<file path="src/rtl/bpc_pkg.sv">
// Shared types, constants and helper functions for the barometric pressure compensation block.
// Depends on nothing; every other file of the block but bpc_stream_if imports it.
`timescale 1ns / 1ps
`default_nettype none

package bpc_pkg;

    // Field and datapath widths.
    localparam int RAW_W     = 24;
    localparam int COEF_W    = 16;
    localparam int CFG_IDX_W = 3;
    localparam int VALUE_W   = 32;
    localparam int WIDE_W    = 64;
    localparam int DT_W      = RAW_W + 1;
    localparam int TEMP_W    = 19;
    localparam int T2_W      = 18;
    localparam int SQ_W      = 2 * (TEMP_W - 1);
    localparam int MUL_B_W   = DT_W;

    // Configuration register indexes.
    localparam logic [CFG_IDX_W-1:0] REG_SENS      = 3'd0;
    localparam logic [CFG_IDX_W-1:0] REG_OFFSET    = 3'd1;
    localparam logic [CFG_IDX_W-1:0] REG_SENS_TC   = 3'd2;
    localparam logic [CFG_IDX_W-1:0] REG_OFFSET_TC = 3'd3;
    localparam logic [CFG_IDX_W-1:0] REG_REF_TEMP  = 3'd4;
    localparam logic [CFG_IDX_W-1:0] REG_TEMP_SENS = 3'd5;

    // Item kinds.
    localparam logic ACTION_TEMP  = 1'b0;
    localparam logic ACTION_PRESS = 1'b1;

    // Temperature thresholds in hundredths of a degree.
    localparam logic signed [TEMP_W-1:0] TEMP_REF = TEMP_W'(2000);
    localparam logic signed [TEMP_W-1:0] TEMP_LOW = TEMP_W'(-1500);

    // Constant factors of the second-order offset correction.
    localparam logic [MUL_B_W-1:0] OFF2_FACTOR = MUL_B_W'(61);
    localparam logic [MUL_B_W-1:0] OFF3_FACTOR = MUL_B_W'(15);

    // Scaling shifts.
    localparam int REF_T_SHIFT   = 8;
    localparam int TEMP_SHIFT    = 23;
    localparam int T2_SHIFT      = 31;
    localparam int OFF_C_SHIFT   = 17;
    localparam int SENS_C_SHIFT  = 16;
    localparam int OFF_DT_SHIFT  = 6;
    localparam int SENS_DT_SHIFT = 7;
    localparam int OFF2_SHIFT    = 4;
    localparam int SENS2_SHIFT   = 1;
    localparam int SENS3_SHIFT   = 3;
    localparam int PRESS_SHIFT   = 21;
    localparam int OUT_SHIFT     = 15;

    localparam logic signed [WIDE_W-1:0] VALUE_MAX =
        {{(WIDE_W-VALUE_W+1){1'b0}}, {(VALUE_W-1){1'b1}}};
    localparam logic signed [WIDE_W-1:0] VALUE_MIN =
        {{(WIDE_W-VALUE_W+1){1'b1}}, {(VALUE_W-1){1'b0}}};

    typedef struct packed {
        logic              action;
        logic [RAW_W-1:0]  raw_reading;
    } in_item_t;

    typedef struct packed {
        logic                      kind;
        logic signed [VALUE_W-1:0] value;
    } out_item_t;

    typedef struct packed {
        logic [CFG_IDX_W-1:0] index;
        logic [COEF_W-1:0]    data;
    } cfg_item_t;

    typedef struct packed {
        logic [COEF_W-1:0] sens_coefficient;
        logic [COEF_W-1:0] offset_coefficient;
        logic [COEF_W-1:0] sens_temp_coefficient;
        logic [COEF_W-1:0] offset_temp_coefficient;
        logic [COEF_W-1:0] reference_temperature;
        logic [COEF_W-1:0] temp_sensitivity;
    } coef_t;

    typedef struct packed {
        logic                      done;
        logic                      kind;
        logic signed [VALUE_W-1:0] value;
    } core_res_t;

    typedef struct packed {
        logic busy;
        logic done;
    } mul_status_t;

    typedef enum logic [3:0] {
        ST_IDLE,
        ST_DT,
        ST_MUL_T,
        ST_MUL_OFF,
        ST_MUL_SENS,
        ST_MUL_T2,
        ST_MUL_DD,
        ST_MUL_OFF2,
        ST_MUL_EE,
        ST_MUL_EE2,
        ST_FINISH_T,
        ST_MUL_P,
        ST_P_OFF,
        ST_P_OUT,
        ST_DONE
    } bpc_state_t;

    // Clamp a wide signed value to the 32-bit result range.
    function automatic logic signed [VALUE_W-1:0] sat_value(input logic signed [WIDE_W-1:0] x);
        logic signed [VALUE_W-1:0] r;
        if (x > VALUE_MAX) begin
            r = VALUE_MAX[VALUE_W-1:0];
        end
        else if (x < VALUE_MIN) begin
            r = VALUE_MIN[VALUE_W-1:0];
        end
        else begin
            r = x[VALUE_W-1:0];
        end
        return r;
    endfunction

    // Division by a power of two, rounding toward zero.
    function automatic logic signed [WIDE_W-1:0] trunc_shift(
        input logic signed [WIDE_W-1:0] x,
        input int unsigned              n
    );
        logic [WIDE_W-1:0]        bias;
        logic signed [WIDE_W-1:0] r;
        bias = (WIDE_W'(1) << n) - WIDE_W'(1);
        if (x[WIDE_W-1]) begin
            r = (x + $signed(bias)) >>> n;
        end
        else begin
            r = x >>> n;
        end
        return r;
    endfunction

endpackage

`default_nettype wire

</file>
<file path="src/rtl/bpc_serial_mult.sv">
// Shift-add multiplier retiring one multiplier bit per cycle.
// Depends on bpc_pkg for widths and the status struct.
`timescale 1ns / 1ps
`default_nettype none

module bpc_serial_mult (
    input  logic                                   clk,
    input  logic                                   rst_n,
    input  logic                                   start,
    input  logic signed [bpc_pkg::WIDE_W-1:0]      a,
    input  logic [bpc_pkg::MUL_B_W-1:0]            b,
    output bpc_pkg::mul_status_t                   status,
    output logic signed [bpc_pkg::WIDE_W-1:0]      product
);
    import bpc_pkg::*;

    logic                       busy_reg, busy_next;
    logic signed [WIDE_W-1:0]   acc_reg, acc_next;
    logic signed [WIDE_W-1:0]   a_reg, a_next;
    logic [MUL_B_W-1:0]         b_reg, b_next;

    // The product is complete once no multiplier bits remain.
    always_comb
    begin
        busy_next = busy_reg;
        acc_next  = acc_reg;
        a_next    = a_reg;
        b_next    = b_reg;
        if (start) begin
            busy_next = 1'b1;
            acc_next  = '0;
            a_next    = a;
            b_next    = b;
        end
        else if (busy_reg) begin
            if (b_reg == '0) begin
                busy_next = 1'b0;
            end
            else begin
                if (b_reg[0]) begin
                    acc_next = acc_reg + a_reg;
                end
                a_next = a_reg <<< 1;
                b_next = b_reg >> 1;
            end
        end
    end

    always_ff @(posedge clk or negedge rst_n)
    begin
        if (!rst_n) begin
            busy_reg <= 1'b0;
        end
        else begin
            busy_reg <= busy_next;
        end
    end

    always_ff @(posedge clk)
    begin
        acc_reg <= acc_next;
        a_reg   <= a_next;
        b_reg   <= b_next;
    end

    assign status.busy = busy_reg;
    assign status.done = busy_reg && (b_reg == '0);
    assign product     = acc_reg;

endmodule

`default_nettype wire

</file>
<file path="src/rtl/bpc_core.sv">
// Compensation sequencer: steps through the arithmetic of one reading on the shared
// bit-serial multiplier. Depends on bpc_pkg and bpc_serial_mult.
`timescale 1ns / 1ps
`default_nettype none

module bpc_core (
    input  logic               clk,
    input  logic               rst_n,
    input  logic               start,
    input  bpc_pkg::in_item_t  item,
    input  bpc_pkg::coef_t     coef,
    input  logic               take,
    output logic               idle,
    output bpc_pkg::core_res_t res
);
    import bpc_pkg::*;

    bpc_state_t                 state_reg, state_next;
    logic                       action_reg, action_next;
    logic [RAW_W-1:0]           raw_reg, raw_next;
    logic signed [DT_W-1:0]     dt_reg, dt_next;
    logic signed [TEMP_W-1:0]   temp_reg, temp_next;
    logic [T2_W-1:0]            t2_reg, t2_next;
    logic [SQ_W-1:0]            sq_reg, sq_next;
    logic signed [WIDE_W-1:0]   off_reg, off_next;
    logic signed [WIDE_W-1:0]   sens_reg, sens_next;
    logic signed [WIDE_W-1:0]   wide_reg, wide_next;
    logic signed [VALUE_W-1:0]  value_reg, value_next;

    logic                       mul_start;
    logic signed [WIDE_W-1:0]   mul_a;
    logic [MUL_B_W-1:0]         mul_b;
    mul_status_t                mul_st;
    logic signed [WIDE_W-1:0]   prod;
    logic                       in_mul;

    logic [DT_W-1:0]            dt_abs;
    logic signed [WIDE_W-1:0]   dt_wide;
    logic signed [TEMP_W-1:0]   d_val, e_val;
    logic [TEMP_W-1:0]          d_abs, e_abs;

    bpc_serial_mult u_mult (
        .clk     (clk),
        .rst_n   (rst_n),
        .start   (mul_start),
        .a       (mul_a),
        .b       (mul_b),
        .status  (mul_st),
        .product (prod)
    );

    // Magnitude of dt, distances from the two temperature thresholds and their magnitudes.
    always_comb
    begin
        dt_abs  = dt_reg[DT_W-1] ? DT_W'(-dt_reg) : DT_W'(dt_reg);
        dt_wide = WIDE_W'(dt_reg);
        d_val   = temp_reg - TEMP_REF;
        e_val   = temp_reg - TEMP_LOW;
        d_abs   = d_val[TEMP_W-1] ? TEMP_W'(-d_val) : TEMP_W'(d_val);
        e_abs   = e_val[TEMP_W-1] ? TEMP_W'(-e_val) : TEMP_W'(e_val);
    end

    // Multiplier operands for each step.
    always_comb
    begin
        mul_a = '0;
        mul_b = '0;
        unique case (state_reg)
            ST_MUL_T:
            begin
                mul_a = dt_wide;
                mul_b = MUL_B_W'(coef.temp_sensitivity);
            end
            ST_MUL_OFF:
            begin
                mul_a = dt_wide;
                mul_b = MUL_B_W'(coef.offset_temp_coefficient);
            end
            ST_MUL_SENS:
            begin
                mul_a = dt_wide;
                mul_b = MUL_B_W'(coef.sens_temp_coefficient);
            end
            ST_MUL_T2:
            begin
                mul_a = $signed(WIDE_W'(dt_abs));
                mul_b = MUL_B_W'(dt_abs);
            end
            ST_MUL_DD:
            begin
                mul_a = $signed(WIDE_W'(d_abs));
                mul_b = MUL_B_W'(d_abs);
            end
            ST_MUL_OFF2:
            begin
                mul_a = $signed(WIDE_W'(sq_reg));
                mul_b = OFF2_FACTOR;
            end
            ST_MUL_EE:
            begin
                mul_a = $signed(WIDE_W'(e_abs));
                mul_b = MUL_B_W'(e_abs);
            end
            ST_MUL_EE2:
            begin
                mul_a = $signed(WIDE_W'(sq_reg));
                mul_b = OFF3_FACTOR;
            end
            ST_MUL_P:
            begin
                mul_a = sens_reg;
                mul_b = MUL_B_W'(raw_reg);
            end
            default:
            begin
                mul_a = '0;
                mul_b = '0;
            end
        endcase
    end

    // Next state.
    always_comb
    begin
        state_next = state_reg;
        unique case (state_reg)
            ST_IDLE:
            begin
                if (start) begin
                    state_next = (item.action == ACTION_PRESS) ? ST_MUL_P : ST_DT;
                end
            end
            ST_DT:       state_next = ST_MUL_T;
            ST_MUL_T:    if (mul_st.done) state_next = ST_MUL_OFF;
            ST_MUL_OFF:  if (mul_st.done) state_next = ST_MUL_SENS;
            ST_MUL_SENS:
            begin
                if (mul_st.done) begin
                    state_next = (temp_reg < TEMP_REF) ? ST_MUL_T2 : ST_FINISH_T;
                end
            end
            ST_MUL_T2:   if (mul_st.done) state_next = ST_MUL_DD;
            ST_MUL_DD:   if (mul_st.done) state_next = ST_MUL_OFF2;
            ST_MUL_OFF2:
            begin
                if (mul_st.done) begin
                    state_next = e_val[TEMP_W-1] ? ST_MUL_EE : ST_FINISH_T;
                end
            end
            ST_MUL_EE:   if (mul_st.done) state_next = ST_MUL_EE2;
            ST_MUL_EE2:  if (mul_st.done) state_next = ST_FINISH_T;
            ST_FINISH_T: state_next = ST_DONE;
            ST_MUL_P:    if (mul_st.done) state_next = ST_P_OFF;
            ST_P_OFF:    state_next = ST_P_OUT;
            ST_P_OUT:    state_next = ST_DONE;
            ST_DONE:     if (take) state_next = ST_IDLE;
            default:     state_next = ST_IDLE;
        endcase
    end

    // Control outputs.
    always_comb
    begin
        in_mul    = (state_reg == ST_MUL_T)    || (state_reg == ST_MUL_OFF)  ||
                    (state_reg == ST_MUL_SENS) || (state_reg == ST_MUL_T2)   ||
                    (state_reg == ST_MUL_DD)   || (state_reg == ST_MUL_OFF2) ||
                    (state_reg == ST_MUL_EE)   || (state_reg == ST_MUL_EE2)  ||
                    (state_reg == ST_MUL_P);
        mul_start = in_mul && !mul_st.busy;
        idle      = (state_reg == ST_IDLE);
        res.done  = (state_reg == ST_DONE);
        res.kind  = action_reg;
        res.value = value_reg;
    end

    // Datapath updates, each taken when its step completes.
    always_comb
    begin
        action_next = action_reg;
        raw_next    = raw_reg;
        dt_next     = dt_reg;
        temp_next   = temp_reg;
        t2_next     = t2_reg;
        sq_next     = sq_reg;
        off_next    = off_reg;
        sens_next   = sens_reg;
        wide_next   = wide_reg;
        value_next  = value_reg;
        unique case (state_reg)
            ST_IDLE:
            begin
                if (start) begin
                    action_next = item.action;
                    raw_next    = item.raw_reading;
                end
            end
            ST_DT:
            begin
                dt_next = $signed({1'b0, raw_reg}) -
                          $signed({1'b0, coef.reference_temperature, {REF_T_SHIFT{1'b0}}});
            end
            ST_MUL_T:
            begin
                if (mul_st.done) begin
                    temp_next = TEMP_W'(prod >>> TEMP_SHIFT) + TEMP_REF;
                    t2_next   = '0;
                end
            end
            ST_MUL_OFF:
            begin
                if (mul_st.done) begin
                    off_next = ($signed(WIDE_W'(coef.offset_coefficient)) <<< OFF_C_SHIFT) +
                               (prod >>> OFF_DT_SHIFT);
                end
            end
            ST_MUL_SENS:
            begin
                if (mul_st.done) begin
                    sens_next = ($signed(WIDE_W'(coef.sens_coefficient)) <<< SENS_C_SHIFT) +
                                (prod >>> SENS_DT_SHIFT);
                end
            end
            ST_MUL_T2:
            begin
                if (mul_st.done) begin
                    t2_next = T2_W'(prod >> T2_SHIFT);
                end
            end
            ST_MUL_DD:
            begin
                if (mul_st.done) begin
                    sq_next = SQ_W'(prod);
                end
            end
            ST_MUL_OFF2:
            begin
                if (mul_st.done) begin
                    off_next  = off_reg - (prod >>> OFF2_SHIFT);
                    sens_next = sens_reg - ($signed(WIDE_W'(sq_reg)) <<< SENS2_SHIFT);
                end
            end
            ST_MUL_EE:
            begin
                if (mul_st.done) begin
                    sq_next = SQ_W'(prod);
                end
            end
            ST_MUL_EE2:
            begin
                if (mul_st.done) begin
                    off_next  = off_reg - prod;
                    sens_next = sens_reg - ($signed(WIDE_W'(sq_reg)) <<< SENS3_SHIFT);
                end
            end
            ST_FINISH_T:
            begin
                value_next = sat_value(WIDE_W'(temp_reg) - $signed(WIDE_W'(t2_reg)));
            end
            ST_MUL_P:
            begin
                if (mul_st.done) begin
                    wide_next = trunc_shift(prod, PRESS_SHIFT);
                end
            end
            ST_P_OFF:
            begin
                wide_next = wide_reg - off_reg;
            end
            ST_P_OUT:
            begin
                value_next = sat_value(trunc_shift(wide_reg, OUT_SHIFT));
            end
            ST_DONE:
            begin
                value_next = value_reg;
            end
            default:
            begin
                value_next = value_reg;
            end
        endcase
    end

    always_ff @(posedge clk or negedge rst_n)
    begin
        if (!rst_n) begin
            state_reg <= ST_IDLE;
            off_reg   <= '0;
            sens_reg  <= '0;
        end
        else begin
            state_reg <= state_next;
            off_reg   <= off_next;
            sens_reg  <= sens_next;
        end
    end

    always_ff @(posedge clk)
    begin
        action_reg <= action_next;
        raw_reg    <= raw_next;
        dt_reg     <= dt_next;
        temp_reg   <= temp_next;
        t2_reg     <= t2_next;
        sq_reg     <= sq_next;
        wide_reg   <= wide_next;
        value_reg  <= value_next;
    end

endmodule

`default_nettype wire

</file>
<file path="config.mk">
export PLATFORM = sky130hd
export DESIGN_NAME = bpc_core
export DESIGN_NICKNAME = d
export VERILOG_FILES = /design/src/rtl/bpc_pkg.sv /design/src/rtl/bpc_serial_mult.sv /design/src/rtl/bpc_core.sv
export SDC_FILE = /design/constraint.sdc
export NUM_CORES = 2
export LEC_CHECK = 0
export BUFFER_PORTS_ARGS = -buffer_cell sky130_fd_sc_hd__buf_2
export CAP_MARGIN = 20
export CORE_MARGIN = 2
export CORE_UTILIZATION = 34
export DETAILED_ROUTE_END_ITERATION = 7
export HOLD_SLACK_MARGIN = 0.1
export PLACE_DENSITY = 0.53
export SYNTH_ARGS = -nofsm -noshare
export SYNTH_HDL_FRONTEND = slang
export SYNTH_SLANG_ARGS = --single-unit
</file>
<file path="constraint.sdc">
create_clock -name clk -period 5.3 [get_ports clk]
set_clock_uncertainty 0.2 [all_clocks]
set_input_delay 1.06 -clock clk [delete_from_list [all_inputs] [get_ports clk]]
set_output_delay 1.06 -clock clk [all_outputs]
set_load 0.05 [all_outputs]
</file>
# Word-level counts from Yosys, hierarchy flattened
# Index checks and enable logic that the tools add are counted.
# word_totals
out_inout_bits,35
word_cells,148
regBits,505
# op_classes
add_sub_neg,18
bitwise_logic,1
n_eq_ne,26
n_reduce_logical,33
n_mux,50
n_lt_le_gt_ge,5
# op_table
operator,n
2-to-1 mux 64 bit,13
case mux 64 bit (3 select lines),2
case mux 64 bit (6 select lines),1
case mux 25 bit (9 select lines),1
2-to-1 mux 32 bit,4
case mux 64 bit (2 select lines),1
subtractor 64 bit,2
2-to-1 mux 25 bit,4
"adder 64 x 16 -> 64 bit, second input constant",1
"adder 64 x 22 -> 64 bit, second input constant",1
adder 64 bit,1
"> comparator 64 x 32 -> 1 bit, second input constant",1
"< comparator 64 x 32 -> 1 bit, second input constant",1
case mux 32 bit (2 select lines),1
subtractor 64 x 38 -> 64 bit,1
subtractor 64 x 40 -> 64 bit,1
subtractor 64 x 60 -> 64 bit,1
adder 34 x 58 -> 59 bit,1
adder 33 x 57 -> 58 bit,1
case mux 4 bit (14 select lines),1
2-to-1 mux 4 bit,13
2-to-1 mux 19 bit,2
negator 19 bit,2
"subtractor 19 x 12 -> 19 bit, second input constant",2
30 further kinds,74

# Depth between registers and ports, before layout
# depth
word_depth,12
ltp_mapped,21
ltp_nobuf,17

# Cells and area by module
# A second synthesis with hierarchy kept.
# hier_totals
cells_unflattened,5614
area_unflattened_um2,46278.1
# modules_own_cells
module,n_inst,seq_area_each_um2,area_each_um2,cells_each
bpc_core,1,9879.5,36337.4,4560
bpc_serial_mult,1,3978.8,9940.8,1054

# Least setup slack after synthesis
# No wires, ideal clock.
# synth_timing
path_type,flip-flop to flip-flop
from,register state_reg[0]
to,register off_reg[63]
setup_time_ps,149
setup_slack_ps,392
path_buffers,4
path_stages_with_launch,20
arrival_ps,4559
synth_period_minus_slack_ps,4908
cell_sequence,dfrtp_1 > nor2b_1 > clkbuf_1 > nand2_1 > clkbuf_1 > clkbuf_1 > buf_1 > mux2i_1 > ha_1 > a21oi_1 > o21ai_0 > or3_1 > a21oi_1 > o221ai_2 > o221ai_2 > a2111oi_0 > or3_1 > o211a_1 > a21oi_1 > a211oi_1
# synth_via
elab_chain_cells,3
# synth_lines
element,line_no,rtl
from (decl),bpc_core.sv:18,"bpc_state_t state_reg, state_next;"
from (signal assigned),bpc_core.sv:292,state_reg <= state_next;
"equality test 4 x 2 -> 1 bit, or another cell as far along",bpc_core.sv:189,unique case (state_reg)
!= test 2 bit (no source line) or nonzero test 3 bit (tied branches),-,
AND reduction 4 bit (no source line),-,
to (signal assigned),bpc_core.sv:293,off_reg <= off_next;
to (decl),bpc_core.sv:25,"logic signed [WIDE_W-1:0] off_reg, off_next;"
# Parallel ways exist; a longest one is shown, timed or not.
# A chain may end at the register's enable or synchronous reset.

# Final worst setup path
# layout_timing
from,register state_reg[3]
to,register off_reg[60]
# The elaborated chain is that of the path after synthesis.

==> results_dict.tcl <==
set metrics [dict create \
    portBuffers 159 \
    grt_pass1_vias 42096 \
    synth_cell_types 115 \
    ant_nets 0 \
    die_w_um 373 \
    wirelength_met1_um 87600 \
    grt_start_max_net_pins 86 \
    synth_top_area_share_pct 20.0 \
    cap_violations 0 \
    cp.arrival_ps 5250 \
    ir_worst_vdd_mv 0.317 \
    cts_resized 0 \
    slowest_stage "o21ai_1" \
    ys_top_cells_by_area "edfxtp_1 (20%), ha_1 (9.1%), dfrtp_1 (7.2%)" \
    synth.most_common_cell "nand2_1" \
    tightestPinTransition_ps 1160 \
    worstSetupPathType "reg -> reg" \
    clock_latency_ps 700 \
    dp_hpwl_um 150000 \
    synthSimpleGateAreaFrac_pct 19.1 \
    die_h_um 373 \
    cts_sinks 505 \
    ys_warn_count 0 \
    synth-seq-cells 505 \
    vias 45082 \
    ys_top_cells_by_count "nand2_1 (611), a21oi_1 (518), nor2_1 (455), o21ai_0 (397), ha_1 (336)" \
    setup_ws_ps 389 \
    cp-start-kind "flop" \
    h-tree-depth 3 \
    synth_edf_count 308 \
    synth_nets 6181 \
    antenna_found_initial 7 \
    syn_area_per_cell_um2 8.11 \
    slew_headroom_pct 22.1 \
    core_area_um2 135000 \
    highest_layer "met5" \
    overflow 0 \
    dieArea_um2 139000 \
    hold_slack_ps 140 \
    synth_mux_area_share_pct 1.46 \
    crit_family "compound AO/OA/AOI/OAI gates" \
    r2r_start "state_reg[3]" \
    cts_setup_buffers 0 \
    synth-main-ff-cell "edfxtp_1" \
    crit_path_end_kind "flop" \
    fmax_mhz 204 \
    start_util_pct 34.2 \
    dr_wl_met2_um 84900 \
    pre_cts_slack_ps 464 \
    cp_max_fo 22 \
    cts.path.max_buffers 3 \
    synth_seq_area_share_pct 29.9 \
    gp_congestion 0.990 \
    area_growth_pct 11.3 \
    numCtsBuffers 67 \
    io_pins 160 \
    ys_async_sr_fraction_pct 26.3 \
    setup_tns_ps 0 \
    outcome "finished, final reports clean" \
    grt_util_all_layers_pct 26.5 \
    synthesis.area_um2 46300 \
    ff2ff_setup_slack_ps 390 \
    synth_compound_area_share_pct 25.7 \
    powerDensity_nw_per_um2 527 \
    holdCritPathClass "in -> async" \
    layout_min_cycle_time_ps 4910 \
    crit_buf_inv 2 \
    maxSlewViolCount 0 \
    first_pass_iters 6 \
    synth_top_family_by_area "compound AO/OA/AOI/OAI gates" \
    cp_slowest_stage_delay_ps 480 \
    cts-root-buf "clkbuf_16" \
    synthAdderAreaFrac_pct 9.47 \
    finalWirelength_um 192000 \
    setup_viol 0 \
    wire_per_inst_um 25.3 \
    drtIter0Drc 4853 \
    crit_chain "nor2b_1, nand2_4, buf_4, buf_4, mux2i_1, ha_1, a21o_1, a21oi_1, o21bai_1, a211oi_1, nand2_1, o21ai_1, o31ai_2, a221oi_1, mux2i_1, a211oi_1" \
    cts_tree "done" \
    min_period_over_period_pct 92.7 \
    grt_setup_unrepaired "no" \
    synth_cells 5711 \
    via_per_inst 5.95 \
    num_antenna_cells 0 \
    fin_nets 6218 \
    grt_pass1_wl_um 282000 \
    holdBufCountCts 0 \
    p_leak_nw 20.8 \
    drc_errors 0 \
    yosysTopAreaCell "edfxtp_1" \
    clk_pin_slew_worst_paths_ps 60 \
    num_rows 135 \
    regToRegEndpoint "off_reg[60]" \
    synth-xor-area-share_pct 9.40 \
    drive_gt1_share_pct 8.79 \
    reg2reg_depth 16 \
    route.met3.wl_um 12800 \
    hold_viol_final 0 \
    crit_required_ps 5640 \
]
[cell type report]
type / count / area [um2]
fill: 14092 / 83800
multi-input combinational: 4609 / 30300
tap: 1781 / 2230
clock inverter: 33 / 342
timing repair buffer: 308 / 2000
inverter: 257 / 965
clock buffer: 90 / 1810
sequential: 505 / 13900
[per-stage QoR]
step / total power [W] / utilization, % / area, um2 / std cells
final: 0.0272 / 38.1 / 51500 / 7583
after global routing: 0.0288 / 38.1 / 51500 / 7583
after CTS: 0.0269 / 38.1 / 51500 / 7581
after detailed placement: 0.0222 / 36.5 / 49300 / 7458
after global placement: 0.0222 / 36.5 / 49300 / 7458
after floorplan: 0.0169 / - / 46300 / 5711
[kinds of logic after synthesis]
| kind of cell | after synthesis |
|---|---|
| flip-flops | 505 |
| AO/OA/AOI/OAI | 1844 |
| buffers and inverters | 597 |
| AND/OR/NAND/NOR | 1857 |
| adder cells (fa/ha/maj) | 345 |
| multiplexers | 67 |
| XOR/XNOR | 496 |
[placed cells by master, fill, tap and decap left out, drive strengths merged, types with 90 or more instances in the layout]
master	instances
edfxtp	308
xnor2	275
clkbuf	90
nand2	612
inv	261
buf	308
dfrtp	133
nor2	456
nand3	148
o21ai	428
ha	336
xor2	221
a21oi	521
a21o	181
nor3	124
[how the worst max path moves through the flow]
stage	start	to	slack, ps	depth (start not counted)
floorplan	state_reg[0]	off_reg[63]	390	19
global placement	state_reg[3]	off_reg[63]	520	15
detailed placement	state_reg[2]	off_reg[60]	460	16
CTS	state_reg[2]	off_reg[60]	430	16
global route	state_reg[3]	off_reg[63]	40	15
finish	state_reg[3]	off_reg[60]	390	16
[metal layers]
| layer | GRT usage (%) | vias up |
|---|---|---|
| met4 | 8.25 | 2 |
| met3 | 3.90 | 274 |
| li1 | - | 21080 |
| met1 | 37.5 | 22058 |
| met5 | 0 | - |
| met2 | 41.3 | 1668 |
[report_power, final]
part | leakage [nW] | switching, W | internal, W
Combinational | 14.8 | 0.0102 | 0.00560
Clock | 1.02 | 0.00207 | 0.00255
Sequential | 4.99 | 0.00120 | 0.00549
Total | 20.8 | 0.0135 | 0.0136
[worst reg2reg max path, cell delays in order, from the launching register on]
cell and delay, ps:
dfrtp_1 370, nor2b_1 170, nand2_4 320, buf_4 420, buf_4 410, mux2i_1 240
ha_1 310, a21o_1 200, a21oi_1 160, o21bai_1 110, a211oi_1 360, nand2_1 100
o21ai_1 480, o31ai_2 230, a221oi_1 380, mux2i_1 230, a211oi_1 60
Note: power is estimated with default switching activity, not from simulation.
